File: config.mk
export PLATFORM = sky130hd
export DESIGN_NAME = crank_cam_tooth_decoder
export DESIGN_NICKNAME = d
export VERILOG_FILES = /design/src/rtl/cctd_pkg.sv /design/src/rtl/cctd_angle.sv /design/src/rtl/crank_cam_tooth_decoder.sv
export SDC_FILE = /design/constraint.sdc
export NUM_CORES = 1
export LEC_CHECK = 0
export ABC_AREA = 1
export BUFFER_PORTS_ARGS = -buffer_cell sky130_fd_sc_hd__buf_2
export CORE_MARGIN = 4
export CORE_UTILIZATION = 50
export DETAILED_ROUTE_END_ITERATION = 6
export GPL_TIMING_DRIVEN = 1
export HOLD_SLACK_MARGIN = 0.1
export PLACE_DENSITY = 0.79
export SETUP_SLACK_MARGIN = 0.3
export SLEW_MARGIN = 20
export SYNTH_ARGS = -nofsm -noshare
export SYNTH_HDL_FRONTEND = slang
export SYNTH_HIERARCHICAL = 1
export SYNTH_SLANG_ARGS = --single-unit
File: constraint.sdc
create_clock -name clk_i -period 10.5 [get_ports clk_i]
set_clock_uncertainty 0.15 [all_clocks]
set_input_delay 0.525 -clock clk_i [delete_from_list [all_inputs] [get_ports clk_i]]
set_output_delay 0.525 -clock clk_i [all_outputs]
set_load 0.03 [all_outputs]
File: src/rtl/cctd_pkg.sv
`timescale 1ns / 1ps

package cctd_pkg;

  localparam int unsigned DefTeethPerStep    = 3;
  localparam int unsigned DefCountedPositions = 45;
  localparam int unsigned DefStepDegrees     = 8;

  localparam int unsigned CycleDegrees = 720;
  localparam int unsigned HalfDegrees  = 360;
  localparam int unsigned EarlyRevs    = 100;
  localparam int unsigned SubtoothMax  = 3;

  localparam logic [15:0] FilterReset = 16'd148;

  typedef enum logic [1:0] {
    CFG_TOOTH_FILTER = 2'd0,
    CFG_RESYNC_CAM   = 2'd1,
    CFG_TOOTH_ANGLE  = 2'd2,
    CFG_UNUSED       = 2'd3
  } cfg_index_e;

  typedef logic [9:0] base_tbl_t [256];

  typedef struct packed {
    logic [7:0]        pos;
    logic              sync;
    logic              rev;
    logic signed [9:0] angle_ofs;
  } angle_req_t;

  // Angle of each position before the tooth one offset, already reduced mod 720.
  function automatic base_tbl_t build_base(int unsigned positions, int unsigned step);
    base_tbl_t   tbl;
    int unsigned p;
    for (int i = 0; i < 256; i++) begin
      p = (i == 0) ? positions : i;
      tbl[i] = 10'(((p - 1) * step) % CycleDegrees);
    end
    return tbl;
  endfunction

endpackage

File: src/rtl/cctd_angle.sv
`timescale 1ns / 1ps

module cctd_angle #(
  parameter int unsigned COUNTED_POSITIONS = cctd_pkg::DefCountedPositions,
  parameter int unsigned STEP_DEGREES      = cctd_pkg::DefStepDegrees
) (
  input  cctd_pkg::angle_req_t req_i,
  output logic [10:0]          angle_o
);
  import cctd_pkg::*;

  localparam base_tbl_t BaseTbl = build_base(COUNTED_POSITIONS, STEP_DEGREES);

  logic signed [11:0] sum;
  logic signed [11:0] red;

  always_comb begin
    sum = $signed({2'b00, BaseTbl[req_i.pos]}) + 12'(req_i.angle_ofs)
        + (req_i.rev ? 12'(HalfDegrees) : 12'sd0);
    if (sum < 0) begin
      red = sum + 12'(CycleDegrees);
    end else if (sum >= 12'(2 * CycleDegrees)) begin
      red = sum - 12'(2 * CycleDegrees);
    end else if (sum >= 12'(CycleDegrees)) begin
      red = sum - 12'(CycleDegrees);
    end else begin
      red = sum;
    end
    angle_o = req_i.sync ? red[10:0] : 11'd0;
  end

endmodule

File: src/rtl/crank_cam_tooth_decoder.sv
`timescale 1ns / 1ps
// The result is registered and valid in the cycle after the input transfer.
// Throughput: one edge per cycle; the result register decouples the sides, input
// stalls only while a held result is itself stalled.
// Reset (rst_ni low, async): position 255, unsynced, counters and times zero,
// filter 148 us, resync off, tooth one angle 0. No clearing pass.

module crank_cam_tooth_decoder #(
  parameter int unsigned TEETH_PER_STEP    = cctd_pkg::DefTeethPerStep,
  parameter int unsigned COUNTED_POSITIONS = cctd_pkg::DefCountedPositions,
  parameter int unsigned STEP_DEGREES      = cctd_pkg::DefStepDegrees
) (
  input  logic        clk_i,
  input  logic        rst_ni,
  input  logic        cfg_valid_i,
  output logic        cfg_ready_o,
  input  logic [1:0]  cfg_index_i,
  input  logic [15:0] cfg_data_i,
  input  logic        in_valid_i,
  output logic        in_stall_o,
  input  logic        mode_i,
  input  logic [31:0] time_us_i,
  output logic        out_valid_o,
  input  logic        out_stall_i,
  output logic [7:0]  tooth_number_o,
  output logic        synced_o,
  output logic        second_revolution_o,
  output logic        counted_tooth_o,
  output logic        tooth_one_seen_o,
  output logic [10:0] crank_angle_o,
  output logic [31:0] last_tooth_time_o,
  output logic [31:0] previous_tooth_time_o,
  output logic [31:0] tooth_one_time_o,
  output logic [31:0] previous_tooth_one_time_o,
  output logic [15:0] revolutions_o
);
  import cctd_pkg::*;

  localparam logic [1:0] Tps = 2'(TEETH_PER_STEP);
  localparam logic [7:0] Cp  = 8'(COUNTED_POSITIONS);

  logic [15:0]       filter_q;
  logic              resync_q;
  logic signed [9:0] angle_ofs_q;

  logic [31:0] lct_q, lct_d;
  logic [1:0]  sub_q, sub_d;
  logic [7:0]  pos_q, pos_d;
  logic        sync_q, sync_d;
  logic        rev_q, rev_d;
  logic [15:0] revs_q, revs_d;
  logic [31:0] last_q, last_d;
  logic [31:0] prev_q, prev_d;
  logic [31:0] one_q, one_d;
  logic [31:0] prev_one_q, prev_one_d;
  logic        counted, wrapped;

  logic        in_xfer;
  logic        ov_q;
  logic [31:0] gap;
  logic [1:0]  sub_inc;
  logic [7:0]  pos_inc;
  angle_req_t  areq;
  logic [10:0] angle;

  assign cfg_ready_o = 1'b1;
  assign in_stall_o  = ov_q & out_stall_i;
  assign in_xfer     = in_valid_i & ~in_stall_o;
  assign out_valid_o = ov_q;

  always_ff @(posedge clk_i or negedge rst_ni) begin
    if (!rst_ni) begin
      filter_q    <= FilterReset;
      resync_q    <= 1'b0;
      angle_ofs_q <= '0;
    end else if (cfg_valid_i) begin
      case (cfg_index_e'(cfg_index_i))
        CFG_TOOTH_FILTER: filter_q    <= cfg_data_i;
        CFG_RESYNC_CAM:   resync_q    <= cfg_data_i[0];
        CFG_TOOTH_ANGLE:  angle_ofs_q <= $signed(cfg_data_i[9:0]);
        default: ;
      endcase
    end
  end

  assign gap     = time_us_i - lct_q;
  assign sub_inc = (sub_q < 2'(SubtoothMax)) ? sub_q + 2'd1 : sub_q;
  assign pos_inc = pos_q + 8'd1;

  always_comb begin
    lct_d      = lct_q;
    sub_d      = sub_q;
    pos_d      = pos_q;
    sync_d     = sync_q;
    rev_d      = rev_q;
    revs_d     = revs_q;
    last_d     = last_q;
    prev_d     = prev_q;
    one_d      = one_q;
    prev_one_d = prev_one_q;
    counted    = 1'b0;
    wrapped    = 1'b0;
    if (!mode_i) begin
      if (gap > {16'd0, filter_q} || revs_q == 16'd0) begin
        sub_d = sub_inc;
        if (!sync_q) begin
          last_d = time_us_i;
        end else if (sub_inc >= Tps) begin
          counted = 1'b1;
          lct_d   = time_us_i;
          sub_d   = 2'd0;
          pos_d   = pos_inc;
          if (pos_inc == 8'd1 || pos_inc > Cp) begin
            pos_d      = 8'd1;
            wrapped    = 1'b1;
            prev_one_d = one_q;
            one_d      = time_us_i;
            rev_d      = ~rev_q;
            if (revs_q != 16'hFFFF) begin
              revs_d = revs_q + 16'd1;
            end
          end
          prev_d = last_q;
          last_d = time_us_i;
        end
      end
    end else begin
      if (!sync_q) begin
        pos_d  = 8'd0;
        sync_d = 1'b1;
        sub_d  = 2'(SubtoothMax);
      end else if (resync_q) begin
        pos_d = 8'd0;
        sub_d = 2'(SubtoothMax);
      end else if (revs_q < 16'(EarlyRevs) && pos_q != Cp) begin
        pos_d = 8'd0;
      end
      rev_d = 1'b1;
    end
  end

  assign areq = '{pos: pos_d, sync: sync_d, rev: rev_d, angle_ofs: angle_ofs_q};

  cctd_angle #(
    .COUNTED_POSITIONS(COUNTED_POSITIONS),
    .STEP_DEGREES     (STEP_DEGREES)
  ) u_angle (
    .req_i  (areq),
    .angle_o(angle)
  );

  always_ff @(posedge clk_i or negedge rst_ni) begin
    if (!rst_ni) begin
      lct_q      <= '0;
      sub_q      <= '0;
      pos_q      <= 8'hFF;
      sync_q     <= 1'b0;
      rev_q      <= 1'b0;
      revs_q     <= '0;
      last_q     <= '0;
      prev_q     <= '0;
      one_q      <= '0;
      prev_one_q <= '0;
      ov_q       <= 1'b0;
    end else begin
      if (in_xfer) begin
        lct_q      <= lct_d;
        sub_q      <= sub_d;
        pos_q      <= pos_d;
        sync_q     <= sync_d;
        rev_q      <= rev_d;
        revs_q     <= revs_d;
        last_q     <= last_d;
        prev_q     <= prev_d;
        one_q      <= one_d;
        prev_one_q <= prev_one_d;
        ov_q       <= 1'b1;
      end else if (!out_stall_i) begin
        ov_q <= 1'b0;
      end
    end
  end

  always_ff @(posedge clk_i) begin
    if (in_xfer) begin
      tooth_number_o            <= pos_d;
      synced_o                  <= sync_d;
      second_revolution_o       <= rev_d;
      counted_tooth_o           <= counted;
      tooth_one_seen_o          <= wrapped;
      crank_angle_o             <= angle;
      last_tooth_time_o         <= last_d;
      previous_tooth_time_o     <= prev_d;
      tooth_one_time_o          <= one_d;
      previous_tooth_one_time_o <= prev_one_d;
      revolutions_o             <= revs_d;
    end
  end

`ifndef SYNTHESIS
  a_counted_synced : assert property (@(posedge clk_i) disable iff (!rst_ni)
    ov_q && counted_tooth_o |-> synced_o)
    else $error("counted tooth while unsynced");

  a_wrap_is_one : assert property (@(posedge clk_i) disable iff (!rst_ni)
    ov_q && tooth_one_seen_o |-> counted_tooth_o && tooth_number_o == 8'd1)
    else $error("wrap without counted tooth one");

  a_unsynced_angle : assert property (@(posedge clk_i) disable iff (!rst_ni)
    ov_q && !synced_o |-> crank_angle_o == 11'd0 && tooth_number_o == 8'hFF)
    else $error("unsynced result carries position");

  a_angle_range : assert property (@(posedge clk_i) disable iff (!rst_ni)
    ov_q |-> crank_angle_o < 11'(CycleDegrees))
    else $error("angle out of range");

  a_result_held : assert property (@(posedge clk_i) disable iff (!rst_ni)
    ov_q && out_stall_i |=> ov_q && $stable(crank_angle_o) && $stable(revolutions_o))
    else $error("stalled result changed");
`endif

endmodule
Word-level counts from Yosys, hierarchy flattened

Memory sizes are Yosys's and may differ from the RTL's.
Cells that the tools add are included.

Memories kept: 1
Memory bits (read-only): 2,560
Flip-flop bits (word level): 383

Memory list:

| name             | depth | width | read ports | clocked after Yosys merged registers in | wr ports | RTL line         | text |
|---|---|---|---|---|---|---|---|
| (name not given) | 256   | 10    | 1          | 0                                       | 0        | cctd_angle.sv:18 | `sum = $signed({2'b00, BaseTbl[req_i.pos]}) + 12'(req_i.angle_ofs)` |

Reductions and logical operators: 13
Bitwise gates (word level): 9
$add $sub $neg: 9
Muxes and demuxes: 55
Magnitude comparators: 9
Equal/unequal tests: 7

Operators by type and width:

| cell                                                                | number |
|---|---|
| two-way mux 32 bit                                                  | 18 |
| two-way mux 16 bit                                                  | 6 |
| two-way mux 8 bit                                                   | 8 |
| two-way mux 11 bit                                                  | 3 |
| > comparator 32 x 16 -> 1 bit                                       | 1 |
| subtractor 32 bit                                                   | 1 |
| two-way mux 10 bit                                                  | 2 |
| adder 16 x 1 -> 16 bit, second input constant                       | 1 |
| logical NOT 16 bit                                                  | 1 |
| less-than comparator 16 x 7 -> 1 bit, second input constant         | 1 |
| != test 16 bit, second input constant                               | 1 |
| two-way mux 2 bit                                                   | 7 |
| adder 11 x 10 -> 12 bit                                             | 1 |
| adder 12 x 9 -> 12 bit                                              | 1 |
| greater-or-equal comparator 12 x 10 -> 1 bit, second input constant | 1 |
| greater-or-equal comparator 12 x 11 -> 1 bit, second input constant | 1 |
| less-than comparator 12 x 1 -> 1 bit, second input constant         | 1 |
| adder 11 x 10 -> 11 bit, second input constant                      | 1 |
| subtractor 11 x 10 -> 11 bit, second input constant                 | 1 |
| subtractor 11 bit, second input constant                            | 1 |
| two-way mux 1 bit                                                   | 10 |
| greater-or-equal comparator 9 bit, second input constant            | 1 |
| two-way mux 9 bit                                                   | 1 |
| inverter 8 -> 9 bit                                                 | 1 |
| 22 further kinds                                                    | 31 |

Depth between registers and ports, before layout

Word-level depth: 18
Depth in mapped cells: 57
Depth with buffers taken out: 57

Modules after synthesis

The synthesis kept the hierarchy.

By module, submodules not included:

| module                  | area each (um^2) | cells each | times used |
|---|---|---|---|
| crank_cam_tooth_decoder | 18,849.3         | 2,201      | 1 |
| cctd_angle              | 1,949.4          | 354        | 1 |

Worst setup path after synthesis

OpenSTA, ideal clock, no wires.

Path type: input-to-reg
From: in time_us_i[0]
To: reg crank_angle_o[9], data pin
Path buffers: 1
Stages: 48
Path slack: 3.487 ns
Required time: 10.095 ns
Arrival time: 6.609 ns
Cells stage by stage: inv_1 ha_1 fa_1 inv_1 nand2_1 nand2_1 nand3_1 nand2_1 nand2_1 nand2_1 xor2_1 ha_1 nand2_1 nor2_1 nand2_1 nor2_1 nand4_1 nand2_1 [... 12 more ...] o21ai_0 a21oi_1 o22ai_1 o21ai_0 fa_1 fa_1 inv_1 ha_1 nand3_1 nand3_1 nand3_2 nand2_1 nand3_1 nand2_2 nand2_2 nand3_1 nand2_1 nor2_1

Word-level cells in the longest chain between the ends: 15

RTL lines:

| item                                                                                                | RTL line                           | text |
|---|---|---|
| start: declaration                                                                                  | crank_cam_tooth_decoder.sv:22      | `input logic [31:0] time_us_i,` |
| subtractor 32 bit (*)                                                                               | crank_cam_tooth_decoder.sv:86      | `assign gap = time_us_i - lct_q;` |
| > comparator 32 x 16 -> 1 bit (*)                                                                   | crank_cam_tooth_decoder.sv:104     | `if (gap > {16'd0, filter_q} \|\| revs_q == 16'd0) begin` |
| logical OR 1 bit (*)                                                                                | crank_cam_tooth_decoder.sv:104     |  |
| two-way mux 8 bit (*)                                                                               | crank_cam_tooth_decoder.sv:104     |  |
| two-way mux 8 bit (*)                                                                               | crank_cam_tooth_decoder.sv:103     | `if (!mode_i) begin` |
| via pos_d[0]                                                                                        | crank_cam_tooth_decoder.sv:48      | `logic [7:0] pos_q, pos_d;` |
| inverter 8 -> 9 bit (implied by the code) (*)                                                       | cctd_angle.sv:18                   |  |
| memory (256 x 10 bit) (*)                                                                           | --                                 |  |
| two-way mux 10 bit (implied by the code) (*) (2 in series)                                          | cctd_angle.sv:18                   |  |
| adder 11 x 10 -> 12 bit (*)                                                                         | cctd_angle.sv:18                   |  |
| adder 12 x 9 -> 12 bit (*)                                                                          | cctd_angle.sv:19                   | `+ (req_i.rev ? 12'(HalfDegrees) : 12'sd0);` |
| subtractor 11 x 10 -> 11 bit / greater-or-equal comparator 12 x 10 -> 1 bit (equally long branches) | cctd_angle.sv:25, cctd_angle.sv:24 |  |
| two-way mux 11 bit                                                                                  | cctd_angle.sv:24                   | `end else if (sum >= 12'(CycleDegrees)) begin` |
| two-way mux 11 bit                                                                                  | cctd_angle.sv:22                   | `end else if (sum >= 12'(2 * CycleDegrees)) begin` |
| two-way mux 11 bit (*)                                                                              | cctd_angle.sv:20                   | `if (sum < 0) begin` |
| end signal: assignment                                                                              | crank_cam_tooth_decoder.sv:191     | `crank_angle_o <= angle;` |
| end: declaration                                                                                    | crank_cam_tooth_decoder.sv:30      | `output logic [10:0] crank_angle_o,` |

The timed path passes the listed nets; every way through them passes the cells marked *. The select of a mux whose other input is x is not followed.
A chain may end at the register's enable or synchronous reset.

Worst setup path in the final report

From: reg lct_q[0]
To: reg crank_angle_o[10], data pin

Word-level cells in the longest chain between the ends: 15

RTL lines:

| item                                                                                                | RTL line                           | text |
|---|---|---|
| start: declaration                                                                                  | crank_cam_tooth_decoder.sv:46      | `logic [31:0] lct_q, lct_d;` |
| start signal: assignment                                                                            | crank_cam_tooth_decoder.sv:167     | `lct_q <= lct_d;` |
| subtractor 32 bit (*)                                                                               | crank_cam_tooth_decoder.sv:86      |  |
| > comparator 32 x 16 -> 1 bit (*)                                                                   | crank_cam_tooth_decoder.sv:104     |  |
| logical OR 1 bit (*)                                                                                | crank_cam_tooth_decoder.sv:104     |  |
| two-way mux 8 bit (*)                                                                               | crank_cam_tooth_decoder.sv:104     |  |
| two-way mux 8 bit (*)                                                                               | crank_cam_tooth_decoder.sv:103     |  |
| via pos_d[5]                                                                                        | crank_cam_tooth_decoder.sv:48      |  |
| inverter 8 -> 9 bit (implied by the code) (*)                                                       | cctd_angle.sv:18                   |  |
| memory (256 x 10 bit) (*)                                                                           | --                                 |  |
| two-way mux 10 bit (implied by the code) (*) (2 in series)                                          | cctd_angle.sv:18                   |  |
| adder 11 x 10 -> 12 bit (*)                                                                         | cctd_angle.sv:18                   |  |
| adder 12 x 9 -> 12 bit (*)                                                                          | cctd_angle.sv:19                   |  |
| subtractor 11 x 10 -> 11 bit / greater-or-equal comparator 12 x 10 -> 1 bit (equally long branches) | cctd_angle.sv:25, cctd_angle.sv:24 |  |
| two-way mux 11 bit                                                                                  | cctd_angle.sv:24                   |  |
| two-way mux 11 bit                                                                                  | cctd_angle.sv:22                   |  |
| two-way mux 11 bit (*)                                                                              | cctd_angle.sv:20                   |  |

Marked as above.

==> results summary <==
The flow ran to the end, and the final reports show no timing, DRC or antenna violations. Averaged over all synthesized cells, the footprint is 8.14 um2. Net switching is 44.4% of the power. Setup violations remaining at the end of the flow were counted as 0. The number of global-route vias before repair is 16800. The largest net degree at the start of global routing is 222. The count of pins on the block boundary came out at 226. The number of clock sinks came out at 383. Dividing the detail-routed via count by the number of cells gives 5.30. The sequential cells in the finished layout cover a total of 0.0104 mm2. The library cells used most frequently in the layout, excluding fill and tap cells, are nand2_1 (893), inv_1 (344), buf_2 (223), dfrtp_1 (205), o21ai_0 (192). The area of the multi-input gates is 0.00853 mm2.

Adding up every negative setup slack in the final design gives 0 ns. In this run the power density over the cells is 319 mW/mm2. The global-route layer with the greatest usage is met2. The synthesis warning total is 6. For this block, the initial DRC count from the detailed router was 1379. After clock tree synthesis, the clock-pin slew on the worst setup and hold paths is 0.07 ns. The share of the synthesized area in the top cell type came out at 24.7%. In the final layout, the share of cells above drive strength 1 is 13.7%. The number of cells on the worst hold path is 3. The worst register-to-register path begins at lct_q[0]. The peak supply drop came out at 347 uV. The number of H-tree levels came out at 2. The critical path is of the flip-flop to flip-flop type. In this design, the critical path's most frequently occurring cell is nand2_1.

Leaving out fill and tap cells, the most frequent cell in the layout is nand2_1. The routing usage on met3 came out at 4.13%. In this run the cell area measured after placement is 0.0222 mm2.

The distinct cell type count after synthesis is 49. The placed wire-length estimate after detailed placement is 39100 um. Setup repair after global routing left no endpoint under its margin. At the pin with the least slew margin, the transition time is 1.13 ns.

The all-layer global routing usage came out at 23.9%. After synthesis, the cell types taking the most area are dfrtp_1 (25%), edfxtp_1 (24%), nand2_1 (16%). The hold violation total from the final report is 0.

From synthesis to final layout, the design area changed by 13.9%. The remaining global-route overflow is 0. In this run the critical register-to-register path is captured at crank_angle_o[10]. The maximum number of buffers from clock root to sink is 3. The synthesized design spends more area on one cell type than any other, namely dfrtp_1. STA classifies the critical path endpoint as a flip-flop. In this run the static leakage power is 11.7 nW. The delay contributed by the slowest stage of the critical path came out at 0.55 ns. The core occupancy in the finished layout came out at 57.8%. The global-route wire length before repair is 86400 um.

The sum of routed wire length over all layers came out at 54100 um. The count of vias placed by the detailed router is 17700. The total power consumption of the routed design is 0.00756 W. The library cell contributing the largest single delay on the critical path is nand2_4. The average routed wire per standard cell came out at 16.2 um. The clock latency at the later pin of the worst-skew pair is 0.57 ns. The total die area came out at 0.0449 mm2. The core footprint is 0.0410 mm2. The critical path startpoint category is a flip-flop. The worst hold path belongs to the class input pin to flip-flop. The required time at the worst-slack endpoint is 10.66 ns. The post-detailed-route DRC marker count came out at 0. The number of nets at the end of the flow came out at 2901. The TritonCTS clock tree is yes. The count of hold buffers inserted by post-cts repair is 16.

The tightest slew margin relative to the limit came out at 24.4%. The slack of the worst reg-to-reg path is 2.23 ns. The share of total power dissipated in the clock network is 19.2%. The tree is rooted in a clkbuf_16.

For this configuration, the core starts out at a cell density of 50.7%. Per report_power, the sequential group accounts for 31.5% of the total. Global routing used 32.2% of the available met1 tracks. The number of slew-limit violations in the final report came out at 0. The first-pass iteration count of the detailed router is 7. The post-route minimum period is 8.27 ns. The number of port buffers is 224.

The post-CTS setup buffer count came out at 0. The top achievable clock speed came out at 121 MHz. The startpoint identified for the worst hold timing path is cfg_index_i[0]. The combinational cell fraction of total power came out at 49.4%. The fraction of registers with async set or reset after synthesis came out at 56.4%. The maximum fanout along the worst path is 72. The number of antenna violations at the first check in global routing is 5. Gates resized during post-CTS repair numbered 0. From left edge to right edge, the die measures 212 um. The number of nets in the synthesized netlist is 2693. In the global route stage, met2 resource usage came out at 39.6%.

The post-synthesis sequential element count is 383. The number of instances in the synthesized netlist is 2555. The floorplan has 74 rows.

The summed area of non-filler cells in the final layout came out at 0.0237 mm2. The vertical die dimension is 212 um. The antenna violation net count after detailed routing came out at 0.

The global placement routability congestion is 0.924. Fill cells in the final layout number 3644. The fraction of the cycle the final worst path needs is 78.8%.

The number of buffers inserted during clock tree synthesis is 41. The internal power of the cells totals 0.00420 W. The post-synthesis sequential area ratio came out at 50.2%.

In this run, synthesis inferred 167 flip-flops with an integrated enable. The worst register-to-register path has a depth of 47. The summed instance area of the synthesized netlist came out at 0.0208 mm2. Summed over all nets, the switching power comes to 0.00336 W. The number of violations of the max-capacitance limit came out at 0. The worst hold path endpoint is resync_q. Among all flip-flop cells after synthesis, the most frequent one is dfrtp_1. Data on the critical path arrives at its endpoint at 8.43 ns.
## critical path: cells and delay by family (launching register included)
kind | cells | cell delay, ns
DFF | 1 | 0.39
buffers and inverters | 5 | 0.93
adders and majority gates | 7 | 2.25
and+or+nand+nor | 29 | 3.47
xor gates and xnor gates | 1 | 0.08
AOI/OAI and AO/OA | 5 | 0.74
## synthesized netlist by cell type, types with 3 or more instances
library cell,count
nor3_1,14
a21o_1,3
nor4_1,6
nand2_2,15
clkbuf_1,36
o31ai_1,4
buf_6,19
buf_2,8
buf_4,11
buf_1,9
inv_1,344
o211ai_1,9
nand2_4,7
nand3_1,104
o21ai_0,192
fa_1,6
nand2_1,893
ha_1,76
xnor2_1,5
xor2_1,18
dfstp_2,11
and2_1,7
o21bai_1,3
a21oi_1,56
o21ai_2,29
dfrtp_1,205
nand4_1,29
a31oi_1,33
inv_2,10
o22ai_1,5
nor2_1,147
edfxtp_1,167
nor2_2,4
o21ai_1,48
## flip-flops by register name, indices dropped and copies added (netlist names), 16 cells and up
register / count
revs_q: 16
last_q: 32
one_q: 32
previous_tooth_one_time_o: 32
filter_q: 16
previous_tooth_time_o: 32
revolutions_o: 16
prev_q: 32
last_tooth_time_o: 32
prev_one_q: 32
lct_q: 32
tooth_one_time_o: 32
## area by class of cell
cell class / instances / area share (%)
antenna: 2 / 0.0211
clock buffer: 52 / 4.81
clock inverter: 23 / 0.903
inverter: 356 / 5.65
multi-input combinational: 1732 / 36.0
sequential: 383 / 44.0
tap: 532 / 2.81
timing repair buffer: 249 / 5.79
## metal layers
| layer | wire, um | share of wire [%] |
|---|---|---|
| met5 | 34 | 0.063 |
| met4 | 1620 | 3.0 |
| met3 | 3440 | 6.4 |
| met2 | 25700 | 48 |
| met1 | 23300 | 43 |
## metrics by stage
step	setup slack (ns)	hold WS [ns]	instances
2_1_floorplan	3.49	0.0794	2555
3_3_place_gp	1.97	0.315	3236
3_5_place_dp	1.79	0.323	3236
4_1_cts	2.16	0.104	3327
5_1_grt	1.26	0.124	3328
6_report	2.23	0.133	3329
## how the worst max path moves through the flow
stage / from / to / slack, ns
after floorplan: time_us_i[0] / crank_angle_o[9] / 3.49
after global placement: time_us_i[0] / crank_angle_o[9] / 1.97
after detailed placement: time_us_i[0] / crank_angle_o[9] / 1.79
after CTS: lct_q[0] / crank_angle_o[9] / 2.16
after global routing: lct_q[7] / crank_angle_o[10] / 1.26
final: lct_q[0] / crank_angle_o[10] / 2.23
## power by group through the flow
stage                     Clock [W]  Combinational (W)  Sequential [W]
after detailed placement          0            0.00370         0.00240
final                       0.00145            0.00373         0.00238
after CTS                   0.00148            0.00373         0.00238
after global routing        0.00154            0.00423         0.00243
after global placement            0            0.00365         0.00238
after floorplan                   0            0.00261         0.00261
## kinds of logic after synthesis
group | synth area share [%]
other | 0.0180
AND/OR/NAND/NOR | 24.4
XOR/XNOR | 0.969
buffers and inverters | 8.93
adder cells (fa/ha/maj) | 5.15
AO/OA/AOI/OAI | 10.4
flip-flops | 50.2
No activity file was read; power rests on OpenSTA's default activity.
